===== src/rtl/core/stpc_pkg.sv =====
// shared types, register indexes, status codes and widths of the calibration core
// no dependencies
package stpc_pkg;

  localparam int RAW_W   = 16;
  localparam int DIFF_W  = RAW_W + 1;
  localparam int Y_W     = 11;
  localparam int DY_W    = Y_W + 1;
  localparam int NUM_W   = DIFF_W + DY_W;
  localparam int MAG_W   = 27;
  localparam int DVS_W   = 16;
  localparam int V_W     = 29;
  localparam int IDX_W   = 4;
  localparam int Q_DEPTH = 4;
  localparam int Q_AW    = 2;
  localparam int Q_CW    = 3;

  localparam logic [IDX_W-1:0] REG_TEMP_CAL0_RAW     = 4'd0;
  localparam logic [IDX_W-1:0] REG_TEMP_CAL1_RAW     = 4'd1;
  localparam logic [IDX_W-1:0] REG_TEMP_CAL0_EIGHTHS = 4'd2;
  localparam logic [IDX_W-1:0] REG_TEMP_CAL1_EIGHTHS = 4'd3;
  localparam logic [IDX_W-1:0] REG_HUM_CAL0_RAW      = 4'd4;
  localparam logic [IDX_W-1:0] REG_HUM_CAL1_RAW      = 4'd5;
  localparam logic [IDX_W-1:0] REG_HUM_CAL0_HALFPCT  = 4'd6;
  localparam logic [IDX_W-1:0] REG_HUM_CAL1_HALFPCT  = 4'd7;

  localparam logic [1:0] ST_OK        = 2'd0;
  localparam logic [1:0] ST_NOT_READY = 2'd1;
  localparam logic [1:0] ST_ZERO_SPAN = 2'd2;
  localparam logic [1:0] ST_CLAMPED   = 2'd3;

  localparam logic kind_HUM = 1'b1;

  localparam logic signed [V_W-1:0] HUM_MAX = 29'sd1000;
  localparam logic signed [V_W-1:0] OUT_MAX = 29'sd32767;
  localparam logic signed [V_W-1:0] OUT_MIN = -29'sd32768;

  typedef struct packed {
    logic                     kind;
    logic [1:0]               status;
    logic [Y_W-1:0]           y0;
    logic signed [NUM_W-1:0]  num;
    logic signed [DIFF_W-1:0] span;
  } stpc_item_t;

endpackage


===== src/rtl/core/stpc_front.sv =====
// front end: calibration registers, point selection, ready and span check and product
// depends on stpc_pkg
module stpc_front import stpc_pkg::*; (
  input  logic                    clk,
  input  logic                    rst,
  input  logic                    cfg_valid,
  output logic                    cfg_ready,
  input  logic [IDX_W-1:0]        cfg_index,
  input  logic [RAW_W-1:0]        cfg_data,
  input  logic                    in_valid,
  output logic                    in_ready,
  input  logic                    kind,
  input  logic signed [RAW_W-1:0] raw_sample,
  input  logic                    sample_ready,
  output logic                    push_valid,
  input  logic                    push_ready,
  output stpc_item_t              push_item
);

  logic signed [RAW_W-1:0] temp_cal0_raw, temp_cal1_raw, hum_cal0_raw, hum_cal1_raw;
  logic [9:0]              temp_cal0_eighths, temp_cal1_eighths;
  logic [7:0]              hum_cal0_halfpct, hum_cal1_halfpct;

  logic                     a_vld;
  logic                     a_kind;
  logic [1:0]               a_status;
  logic [Y_W-1:0]           a_y0;
  logic signed [DIFF_W-1:0] a_dx;
  logic signed [DY_W-1:0]   a_dy;
  logic signed [DIFF_W-1:0] a_span;
  logic                     b_vld;
  stpc_item_t               b_item;

  logic signed [RAW_W-1:0]  c0, c1;
  logic [Y_W-1:0]           y0, y1;
  logic signed [DIFF_W-1:0] span_c, dx_c;
  logic signed [DY_W-1:0]   dy_c;
  logic [1:0]               status_c;
  logic                     en;

  assign cfg_ready = 1'b1;

  always_ff @(posedge clk) begin
    if (rst) begin
      temp_cal0_raw     <= '0;
      temp_cal1_raw     <= '0;
      temp_cal0_eighths <= '0;
      temp_cal1_eighths <= '0;
      hum_cal0_raw      <= '0;
      hum_cal1_raw      <= '0;
      hum_cal0_halfpct  <= '0;
      hum_cal1_halfpct  <= '0;
    end else if (cfg_valid) begin
      unique case (cfg_index)
        REG_TEMP_CAL0_RAW:     temp_cal0_raw     <= cfg_data;
        REG_TEMP_CAL1_RAW:     temp_cal1_raw     <= cfg_data;
        REG_TEMP_CAL0_EIGHTHS: temp_cal0_eighths <= cfg_data[9:0];
        REG_TEMP_CAL1_EIGHTHS: temp_cal1_eighths <= cfg_data[9:0];
        REG_HUM_CAL0_RAW:      hum_cal0_raw      <= cfg_data;
        REG_HUM_CAL1_RAW:      hum_cal1_raw      <= cfg_data;
        REG_HUM_CAL0_HALFPCT:  hum_cal0_halfpct  <= cfg_data[7:0];
        REG_HUM_CAL1_HALFPCT:  hum_cal1_halfpct  <= cfg_data[7:0];
        default: ;
      endcase
    end
  end

  // select calibration points; humidity points in 0.1 %RH
  always_comb begin
    if (kind == kind_HUM) begin
      c0 = hum_cal0_raw;
      c1 = hum_cal1_raw;
      y0 = Y_W'(hum_cal0_halfpct[7:1]) * Y_W'(10);
      y1 = Y_W'(hum_cal1_halfpct[7:1]) * Y_W'(10);
    end else begin
      c0 = temp_cal0_raw;
      c1 = temp_cal1_raw;
      y0 = Y_W'(temp_cal0_eighths);
      y1 = Y_W'(temp_cal1_eighths);
    end
    span_c = DIFF_W'(c1) - DIFF_W'(c0);
    dx_c   = DIFF_W'(raw_sample) - DIFF_W'(c0);
    dy_c   = $signed({1'b0, y1}) - $signed({1'b0, y0});
    if (!sample_ready) begin
      status_c = ST_NOT_READY;
    end else if (span_c == '0) begin
      status_c = ST_ZERO_SPAN;
    end else begin
      status_c = ST_OK;
    end
  end

  assign en         = !b_vld || push_ready;
  assign in_ready   = en;
  assign push_valid = b_vld;
  assign push_item  = b_item;

  always_ff @(posedge clk) begin
    if (rst) begin
      a_vld <= 1'b0;
      b_vld <= 1'b0;
    end else if (en) begin
      a_vld <= in_valid;
      b_vld <= a_vld;
    end
  end

  always_ff @(posedge clk) begin
    if (en) begin
      a_kind        <= kind;
      a_status      <= status_c;
      a_y0          <= y0;
      a_dx          <= dx_c;
      a_dy          <= dy_c;
      a_span        <= span_c;
      b_item.kind   <= a_kind;
      b_item.status <= a_status;
      b_item.y0     <= a_y0;
      b_item.num    <= NUM_W'(a_dx) * NUM_W'(a_dy);
      b_item.span   <= a_span;
    end
  end

endmodule


===== src/rtl/core/stpc_queue.sv =====
// small item queue between front end and divider back end
// depends on stpc_pkg
module stpc_queue import stpc_pkg::*; (
  input  logic       clk,
  input  logic       rst,
  input  logic       push_valid,
  output logic       push_ready,
  input  stpc_item_t push_item,
  output logic       pop_valid,
  input  logic       pop_ready,
  output stpc_item_t pop_item
);

  stpc_item_t       entries [Q_DEPTH];
  logic [Q_AW-1:0]  wr_ptr, rd_ptr;
  logic [Q_CW-1:0]  count;
  logic             push, pop;

  assign push_ready = (count != Q_CW'(Q_DEPTH));
  assign pop_valid  = (count != '0);
  assign pop_item   = entries[rd_ptr];
  assign push       = push_valid && push_ready;
  assign pop        = pop_valid && pop_ready;

  always_ff @(posedge clk) begin
    if (rst) begin
      wr_ptr <= '0;
      rd_ptr <= '0;
      count  <= '0;
    end else begin
      if (push) begin
        wr_ptr <= wr_ptr + 1'b1;
      end
      if (pop) begin
        rd_ptr <= rd_ptr + 1'b1;
      end
      case ({push, pop})
        2'b10:   count <= count + 1'b1;
        2'b01:   count <= count - 1'b1;
        default: count <= count;
      endcase
    end
  end

  always_ff @(posedge clk) begin
    if (push) begin
      entries[wr_ptr] <= push_item;
    end
  end

endmodule


===== src/rtl/core/stpc_back.sv =====
// back end: signed restoring divider, one quotient bit per stage, offset and saturation
// depends on stpc_pkg
module stpc_back import stpc_pkg::*; (
  input  logic                    clk,
  input  logic                    rst,
  input  logic                    pop_valid,
  output logic                    pop_ready,
  input  stpc_item_t              pop_item,
  output logic                    out_valid,
  input  logic                    out_ready,
  output logic signed [RAW_W-1:0] converted_value,
  output logic [1:0]              result_status
);

  typedef struct packed {
    logic             kind;
    logic [1:0]       status;
    logic             neg;
    logic [Y_W-1:0]   y0;
    logic [DVS_W-1:0] dvs;
    logic [DVS_W-1:0] rem;
    logic [MAG_W-1:0] qd;
  } div_t;

  logic             vld [MAG_W+1];
  div_t             stg [MAG_W+1];
  logic             en;
  logic [NUM_W-1:0] num_abs;
  logic [DIFF_W-1:0] span_abs;

  logic signed [MAG_W:0]  q_s;
  logic signed [V_W-1:0]  v;
  logic signed [RAW_W-1:0] val_c;
  logic [1:0]             st_c;

  function automatic div_t div_step(input div_t s);
    div_t            r;
    logic [DVS_W:0]  trial;
    logic [DVS_W:0]  diff;
    r     = s;
    trial = {s.rem, s.qd[MAG_W-1]};
    diff  = trial - {1'b0, s.dvs};
    if (trial >= {1'b0, s.dvs}) begin
      r.rem = diff[DVS_W-1:0];
      r.qd  = {s.qd[MAG_W-2:0], 1'b1};
    end else begin
      r.rem = trial[DVS_W-1:0];
      r.qd  = {s.qd[MAG_W-2:0], 1'b0};
    end
    return r;
  endfunction

  assign en        = !out_valid || out_ready;
  assign pop_ready = en;

  assign num_abs  = pop_item.num[NUM_W-1] ? NUM_W'(-pop_item.num) : pop_item.num;
  assign span_abs = pop_item.span[DIFF_W-1] ? DIFF_W'(-pop_item.span) : pop_item.span;

  always_ff @(posedge clk) begin
    if (rst) begin
      vld[0] <= 1'b0;
    end else if (en) begin
      vld[0] <= pop_valid;
    end
  end

  always_ff @(posedge clk) begin
    if (en) begin
      stg[0].kind   <= pop_item.kind;
      stg[0].status <= pop_item.status;
      stg[0].neg    <= pop_item.num[NUM_W-1] ^ pop_item.span[DIFF_W-1];
      stg[0].y0     <= pop_item.y0;
      stg[0].dvs    <= span_abs[DVS_W-1:0];
      stg[0].rem    <= '0;
      stg[0].qd     <= num_abs[MAG_W-1:0];
    end
  end

  for (genvar i = 1; i <= MAG_W; i++) begin : g_div
    always_ff @(posedge clk) begin
      if (rst) begin
        vld[i] <= 1'b0;
      end else if (en) begin
        vld[i] <= vld[i-1];
      end
    end
    always_ff @(posedge clk) begin
      if (en) begin
        stg[i] <= div_step(stg[i-1]);
      end
    end
  end

  always_comb begin
    q_s = stg[MAG_W].neg ? -$signed({1'b0, stg[MAG_W].qd}) : $signed({1'b0, stg[MAG_W].qd});
    v   = V_W'(q_s) + V_W'($signed({1'b0, stg[MAG_W].y0}));
    if (stg[MAG_W].status != ST_OK) begin
      val_c = '0;
      st_c  = stg[MAG_W].status;
    end else if (stg[MAG_W].kind == kind_HUM && v > HUM_MAX) begin
      val_c = RAW_W'(HUM_MAX);
      st_c  = ST_CLAMPED;
    end else if (v > OUT_MAX) begin
      val_c = RAW_W'(OUT_MAX);
      st_c  = ST_CLAMPED;
    end else if (v < OUT_MIN) begin
      val_c = RAW_W'(OUT_MIN);
      st_c  = ST_CLAMPED;
    end else begin
      val_c = v[RAW_W-1:0];
      st_c  = ST_OK;
    end
  end

  always_ff @(posedge clk) begin
    if (rst) begin
      out_valid <= 1'b0;
    end else if (en) begin
      out_valid <= vld[MAG_W];
    end
  end

  always_ff @(posedge clk) begin
    if (en) begin
      converted_value <= val_c;
      result_status   <= st_c;
    end
  end

endmodule


===== src/rtl/core/sensor_two_point_calibration_core.sv =====
// path to result valid: front end a and b registers, queue, divider registers, output register
// throughput: one sample per cycle if out_ready holds; 27 divider stages, one quotient bit each
// a four entry queue lets the front end keep taking samples while the back end is stalled
// reset (synchronous, active high) clears calibration registers to zero and all valid bits
// top level: front end, queue, divider back end; depends on stpc_pkg
module sensor_two_point_calibration_core import stpc_pkg::*; (
  input  logic                    clk,
  input  logic                    rst,
  input  logic                    cfg_valid,
  output logic                    cfg_ready,
  input  logic [IDX_W-1:0]        cfg_index,
  input  logic [RAW_W-1:0]        cfg_data,
  input  logic                    in_valid,
  output logic                    in_ready,
  input  logic                    kind,
  input  logic signed [RAW_W-1:0] raw_sample,
  input  logic                    sample_ready,
  output logic                    out_valid,
  input  logic                    out_ready,
  output logic signed [RAW_W-1:0] converted_value,
  output logic [1:0]              result_status
);

  logic       push_valid, push_ready, pop_valid, pop_ready;
  stpc_item_t push_item, pop_item;

  stpc_front u_front (
    .clk          (clk),
    .rst          (rst),
    .cfg_valid    (cfg_valid),
    .cfg_ready    (cfg_ready),
    .cfg_index    (cfg_index),
    .cfg_data     (cfg_data),
    .in_valid     (in_valid),
    .in_ready     (in_ready),
    .kind         (kind),
    .raw_sample   (raw_sample),
    .sample_ready (sample_ready),
    .push_valid   (push_valid),
    .push_ready   (push_ready),
    .push_item    (push_item)
  );

  stpc_queue u_queue (
    .clk        (clk),
    .rst        (rst),
    .push_valid (push_valid),
    .push_ready (push_ready),
    .push_item  (push_item),
    .pop_valid  (pop_valid),
    .pop_ready  (pop_ready),
    .pop_item   (pop_item)
  );

  stpc_back u_back (
    .clk             (clk),
    .rst             (rst),
    .pop_valid       (pop_valid),
    .pop_ready       (pop_ready),
    .pop_item        (pop_item),
    .out_valid       (out_valid),
    .out_ready       (out_ready),
    .converted_value (converted_value),
    .result_status   (result_status)
  );

`ifndef SYNTHESIS
  a_err_zero: assert property (@(posedge clk) disable iff (rst)
    out_valid && (result_status == ST_NOT_READY || result_status == ST_ZERO_SPAN)
      |-> converted_value == '0)
    else $error("error result with nonzero value");

  a_clamp_val: assert property (@(posedge clk) disable iff (rst)
    out_valid && result_status == ST_CLAMPED
      |-> (converted_value == 16'sd32767 || converted_value == -16'sd32768 ||
           converted_value == 16'sd1000))
    else $error("clamped result not at a limit");

  a_queue_flow: assert property (@(posedge clk) disable iff (rst)
    !pop_valid && !push_valid |=> !pop_valid)
    else $error("queue produced an item with nothing pushed");
`endif

endmodule


===== config.mk =====
export PLATFORM = sky130hd
export DESIGN_NAME = sensor_two_point_calibration_core
export DESIGN_NICKNAME = d
export VERILOG_FILES = /design/src/rtl/core/stpc_pkg.sv /design/src/rtl/core/stpc_front.sv /design/src/rtl/core/stpc_queue.sv /design/src/rtl/core/stpc_back.sv /design/src/rtl/core/sensor_two_point_calibration_core.sv
export SDC_FILE = /design/constraint.sdc
export NUM_CORES = 2
export LEC_CHECK = 0
export BUFFER_PORTS_ARGS = -buffer_cell sky130_fd_sc_hd__buf_4
export CELL_PAD_IN_SITES_DETAIL_PLACEMENT = 0
export CELL_PAD_IN_SITES_GLOBAL_PLACEMENT = 1
export CORE_MARGIN = 2
export CORE_UTILIZATION = 54
export CTS_CLUSTER_SIZE = 30
export DETAILED_ROUTE_END_ITERATION = 10
export PLACE_DENSITY = 0.8
export SYNTH_ARGS = -nofsm -noshare
export SYNTH_HDL_FRONTEND = slang
export SYNTH_SLANG_ARGS = --single-unit

===== constraint.sdc =====
create_clock -name clk -period 73.6 [get_ports clk]
set_clock_uncertainty 0.05 [all_clocks]
set_input_delay 14.72 -clock clk [delete_from_list [all_inputs] [get_ports clk]]
set_output_delay 14.72 -clock clk [all_outputs]
set_load 0.03 [all_outputs]

* Word-level counts from Yosys, hierarchy flattened
Memories as Yosys holds them, arrays and structs flattened. A register that Yosys moved wholly into a read port is not among the register bits.
Cells that the tools add are included.
** Word-level totals
- Register bits :: 247
- RAM bits :: 2340
- Input port bits :: 43
- Memories :: 3
** Memory list
- u_back.stg :: words 28, bits a word 74, read ports 28, clocked after memory_dff 0, write ports 28, line stpc_back.sv:26 : div_t stg [MAG_W+1];
- u_queue.entries :: words 4, bits a word 60, read ports 1, clocked after memory_dff 1, write ports 1, line stpc_queue.sv:14 : stpc_item_t entries [Q_DEPTH];
- u_back.vld :: words 28, bits a word 1, read ports 28, clocked after memory_dff 1, write ports 28, line stpc_back.sv:25 : logic vld [MAG_W+1];
** Operators by class
- Muxes and demuxes :: 108
- Magnitude comparators :: 30
- Bitwise logic cells :: 29
- $add $sub $neg :: 38
- Multiply operators :: 3
- Equal/unequal tests :: 10
- Reductions and logical operators :: 22
** Operator list (count)
- $mux 43 :: 54
- $ge 17x16->1 :: 27
- $sub 16x16->16 :: 27
- $mux 16 :: 4
- $mux 1 :: 36
- $sub 16x16->17 :: 2
- $add 28x12->29 :: 1
- $gt 29x11->1 const B :: 1
- $gt 29x16->1 const B :: 1
- $lt 29x16->1 const B :: 1
- $mul 17x12->29 :: 1
- $mux 28 :: 1
- $neg 27->28 :: 1
- $or 1x1->1 :: 28
- $mux 27 :: 1
- $neg 27->27 :: 1
- $mux 11 :: 2
- $mul 7x3->10 const B :: 2
- $logic_not 17->1 :: 1
- $eq 4x3->1 const B :: 4
- $neg 16->16 :: 1
- $reduce_and 2->1 :: 8
- $mux 15 :: 1
- $mux 2 :: 7
- 20 further kinds :: 27

* Logic depth before layout (Yosys ltp)
An unclocked memory read counts as a cell.
- Depth in word-level cells :: 9
- Mapped depth :: 25

* Cells and area by module
From an unflattened synthesis, not the netlist that was laid out.
** Unflattened totals
- Cell total of the unflattened synthesis :: 8386
- Area, all modules :: 115772.3 um2
** Modules (own cells, without submodules)
- stpc_back :: instances 1, cells each 6275, area each 89091.7 um2
- stpc_front :: instances 1, cells each 1745, area each 17480.5 um2
- stpc_queue :: instances 1, cells each 366, area each 9200.1 um2

* Worst setup path before layout
No wires, ideal clock.
- Kind :: input to register
- From :: input port out_ready
- To :: register u_back.converted_value[0] (enable)
- Required time :: 71.186 ns
- Setup slack :: 17.077 ns
- Arrival :: 54.109 ns
- Path buffers :: 0
- Stages :: 2
- Library setup time :: 2.364 ns
- Path through :: nor2b_1 inv_1
** Between the ends
- Word-level cells in the longest chain between the ends :: 1
** Ends and longest elaborated chain
- start: declaration :: line sensor_two_point_calibration_core.sv:19 : input logic out_ready,
- $logic_or 1x1->1 :: line stpc_back.sv:53 : assign en = !out_valid || out_ready;
- end signal: assignment :: line stpc_back.sv:125 : converted_value <= val_c;
- end: declaration :: line stpc_back.sv:11 : output logic signed [RAW_W-1:0] converted_value,
Every way passes these cells.
A chain may end at the register's enable or synchronous reset.

==> key figures <==
Status
  – Status: completed

Power
  – PwrDens: a little over 50 nW/µm²
  – Psw: between 2000 and 2500 µW
  – VDD IR max: 0.0000415 V
  – Seq pwr share: between 40% and 50%
  – Total power: 6450 µW
  – Clock Power Share: 21.0%
  – Power share of the combinational group: 38.9%
  – P_leak: 0.0517 µW
  – Sw Ratio: between 30% and 40%
  – Int Pwr: around 4200 µW

CTS
  – Clock Latency Late Sink: 0.91 ns
  – TritonCTS buffer count: 280
  – Root Buffer: clkbuf_16
  – H-tree levels: 5
  – CTS tree: built
  – Clock sink count: between 2k and 3k
  – CTS max path bufs: 4
  – Resized Gates After CTS: 0
  – Post-CTS setup buffer count: 0
  – Clk slew on worst S/H paths: 0.06 ns
  – Cts hold-fix bufs: 0

Setup path
  – Slowest cell delay on critical path: 1.00 ns
  – Worst Path Required: between 70 and 80 ns
  – CP endpoint kind: register
  – Top cell family by delay on the critical path: buffers and inverters
  – Crit start category: input pin
  – Critical Path, Cell by Cell: buf_4 > nor2b_1 > inv_8 > buf_4 > buf_4 > buf_4 > buf_12 > buf_4 > buf_4 > buf_4
  – Buf/Inv on CP: 9
  – Critical path class: input pin to register
  – Worst-path fanout max: ~200
  – Worst path slowest cell: buf_4
  – Crit path arrival time: about 22 ns
  – Crit-path most repeated cell: buf_4

Place
  – RD Place Congestion: between 0.8 and 0.9
  – Post-DP Area: 119,000 µm²
  – DPL Wire Length: between 100 and 150 mm
  – Dpl cells: approximately 11k
  – Buffers added on ports: just over 60

Timing
  – Tightest Pin Transition: between 1 and 1.5 ns
  – RSZ-0062 raised after global routing: no
  – Setup violations, final: 0
  – Hold slack: 0.333 ns
  – Final Hold Fails: 0
  – Setup total negative slack: 0 ns
  – Slew Limit Fails: 0
  – Slew HR: about 19%
  – Fmax: between 0.04 and 0.05 GHz
  – Period minus WS final: 21.30 ns
  – Tcrit/Tclk final: 28.9%

Synth
  – Number of synthesis warnings: 0
  – Post-synth cell types: a little under 90
  – Post-Syn Instances: 8,365
  – Ys async rst share: 0%
  – Flops & latches, synth: around 2.5k
  – Post-synth top flop: edfxtp_1
  – Avg Inst Size Synth: 13.7 µm²
  – Sequential element share of the synthesized area: about two thirds
  – Mapped Area: 115,000 µm²
  – Syn nets: 9,189
  – Post-synth EDFFs: between 2k and 2.5k

Drt
  – Initial DRC count: ~4.3k
  – Routed Antenna Nets: 0
  – WL/cell: 17.7 µm
  – Vias per inst: between 5 and 6
  – Total Wirelength: 205 mm
  – Via count: about 63k
  – DRT Pass-1 Iters: 6
  – Drt drc: 0

Finish
  – Layout Nets: about 9.4k
  – Layout overhead on the synthesized area: 11.1%
  – Final instance area: roughly 130,000 µm²
  – Fillers: 16.0k
  – Layout Cells excl Fill: approximately 12k
  – Layout cells sized above 1: 8.66%

Global route
  – Global route overflow: 0
  – GRT Util Overall: between 10% and 20%
  – First-pass GRT wire length: between 300 and 400 mm
  – Largest net degree at the start of global routing: just over 200
  – Number of global-route vias before repair: around 63k
  – GR Util met1: about a quarter
  – GR met2 Demand/Resource: 31.5%
  – GR Util met3: under 10%
  – Initial antenna violation count: 2
  – Busiest grt layer: met2

Min path
  – HP Class: register to register

Die
  – Die height: approximately 460 µm
  – Die X: between 400 and 500 µm
  – Initial core utilization: between 50% and 60%
  – Die ar.: 216,000 µm²
  – Ports: 64
  – Site Rows: ~170
  – Core area: between 200,000 and 250,000 µm²

Flow run
  – Max capacitance violation total: 0
[metrics by stage]
step / util, % / worst slack [ns]
finish: 60.2 / 52.30
global route: 60.2 / 51.60
CTS: 60.2 / 52.29
detailed placement: 56.0 / 51.28
global placement: 56.0 / 51.60
floorplan: - / 17.08
[per-layer routing]
| metal | part of all wire, % | vias to the layer above | wire length, µm |
|---|---|---|---|
| met5 | 0 | - | 0 |
| met4 | 2.5 | 0 | 5120 |
| met3 | 3.8 | 377 | 7780 |
| met2 | 48 | 1125 | 98300 |
| met1 | 46 | 30603 | 94200 |
| li1 | - | 30589 | - |
[power groups by stage]
stage	registers (µW)	clock network, µW	logic [µW]
floorplan	2480	0	1980
global placement	2600	0	2430
detailed placement	2620	0	2490
CTS	2600	1390	2510
global route	2650	1440	2860
finish	2590	1350	2510
[layout by cell type (no fill, tap or decap), types with 27 or more instances in the layout]
cell type / count
a211oi_1: 30
a21boi_0: 85
a21o_1: 84
a21oi_1: 575
a31o_2: 27
a31oi_1: 28
and2_1: 100
buf_4: 121
bufinv_16: 27
clkbuf_1: 50
clkbuf_16: 290
clkinv_1: 45
clkinv_2: 40
dfxtp_1: 108
edfxtp_1: 2425
fa_1: 220
ha_1: 561
inv_1: 914
mux2_2: 89
mux2i_1: 92
mux4_2: 58
nand2_1: 474
nand2b_1: 96
nand3_1: 53
nand4_1: 111
nor2_1: 715
nor2b_1: 92
nor3_1: 84
o21a_1: 58
o21ai_0: 316
o31ai_1: 35
o41ai_1: 28
or2_2: 27
or3_1: 59
xnor2_1: 267
xor2_1: 112
[logic make-up after synthesis]
logic type | share of synthesized area [%]
buf+inv | 3.60
simple gates | 7.87
compound gates | 7.47
xor+xnor | 2.89
other cells | 0.00327
flops | 65.4
mux | 2.81
fa+ha+maj | 9.96
[layout make-up]
| class | instances | area [µm²] | area share, % |
|---|---|---|---|
| Timing Repair Buffer | 123 | 948 | 0.744 |
| Tap cell | 2821 | 3530 | 2.77 |
| Clock inverter | 132 | 1360 | 1.07 |
| Sequential cell | 2535 | 75000 | 58.9 |
| Antenna cell | 1 | 2.50 | 0.00196 |
| Multi-Input combinational cell | 4736 | 35700 | 28.0 |
| Clock buffer | 342 | 7460 | 5.86 |
| Inverter | 916 | 3450 | 2.70 |
[cells in the mapped netlist (14+ instances only)]
master	instances	area share [%]
a31oi_1	28	0.15
dfxtp_1	110	1.9
nand2_1	474	1.6
a21boi_0	85	0.56
a21o_1	84	0.55
o31ai_1	35	0.23
nand3_1	54	0.24
a211oi_1	30	0.20
or3_1	59	0.32
mux2_2	89	0.87
ha_1	561	6.1
clkbuf_1	152	0.50
inv_1	915	3.0
o21a_1	58	0.38
o211a_1	14	0.12
nor2b_1	92	0.50
nor4_1	20	0.11
xnor2_1	267	2.0
fa_1	220	3.8
or2_2	27	0.15
o2111ai_1	16	0.12
o21ai_0	316	1.4
mux4_2	58	1.1
edfxtp_1	2425	63
and2_1	104	0.57
nor2_1	715	2.3
nor3_1	84	0.37
mux2i_1	92	0.80
and3_1	23	0.13
a21oi_1	598	2.6
a31o_2	27	0.21
o41ai_1	28	0.21
nand4_1	111	0.61
nor3b_1	20	0.13
xor2_1	112	0.85
nand2b_1	96	0.52
[registers in the layout, summed over array words and instances, names as in the netlist, 2 cells and up, named ones only]
signal	flops
u_front.temp_cal1_eighths	10
u_queue.entries	236
u_front.a_status	2
u_front.temp_cal0_raw	16
u_queue.wr_ptr	2
u_queue.rd_ptr	2
u_front.hum_cal1_raw	16
u_front.hum_cal1_halfpct	7
u_queue.count	3
u_front.hum_cal0_halfpct	7
u_front.a_dy	12
u_back.stg	2024
u_front.hum_cal0_raw	16
u_front.a_dx	17
u_back.vld	28
u_front.push_item	59
u_back.converted_value	16
u_front.temp_cal0_eighths	10
u_front.a_span	17
u_back.result_status	2
u_front.a_y0	11
u_front.temp_cal1_raw	16
[path summary, 6_finish.rpt]
kind	startpoint	endpoint	slack [ns]	cells after the start
worst max-delay path	out_ready	u_back.stg[25][40]	52.30	10
worst min-delay path	u_back.stg[4][73]	u_back.stg[5][73]	0.33	0
worst max register to register	u_back.out_valid	u_back.stg[25][40]	65.79	9
worst min register to register	u_back.stg[4][73]	u_back.stg[5][73]	0.33	0
No activity file was read; power rests on OpenSTA's default activity.
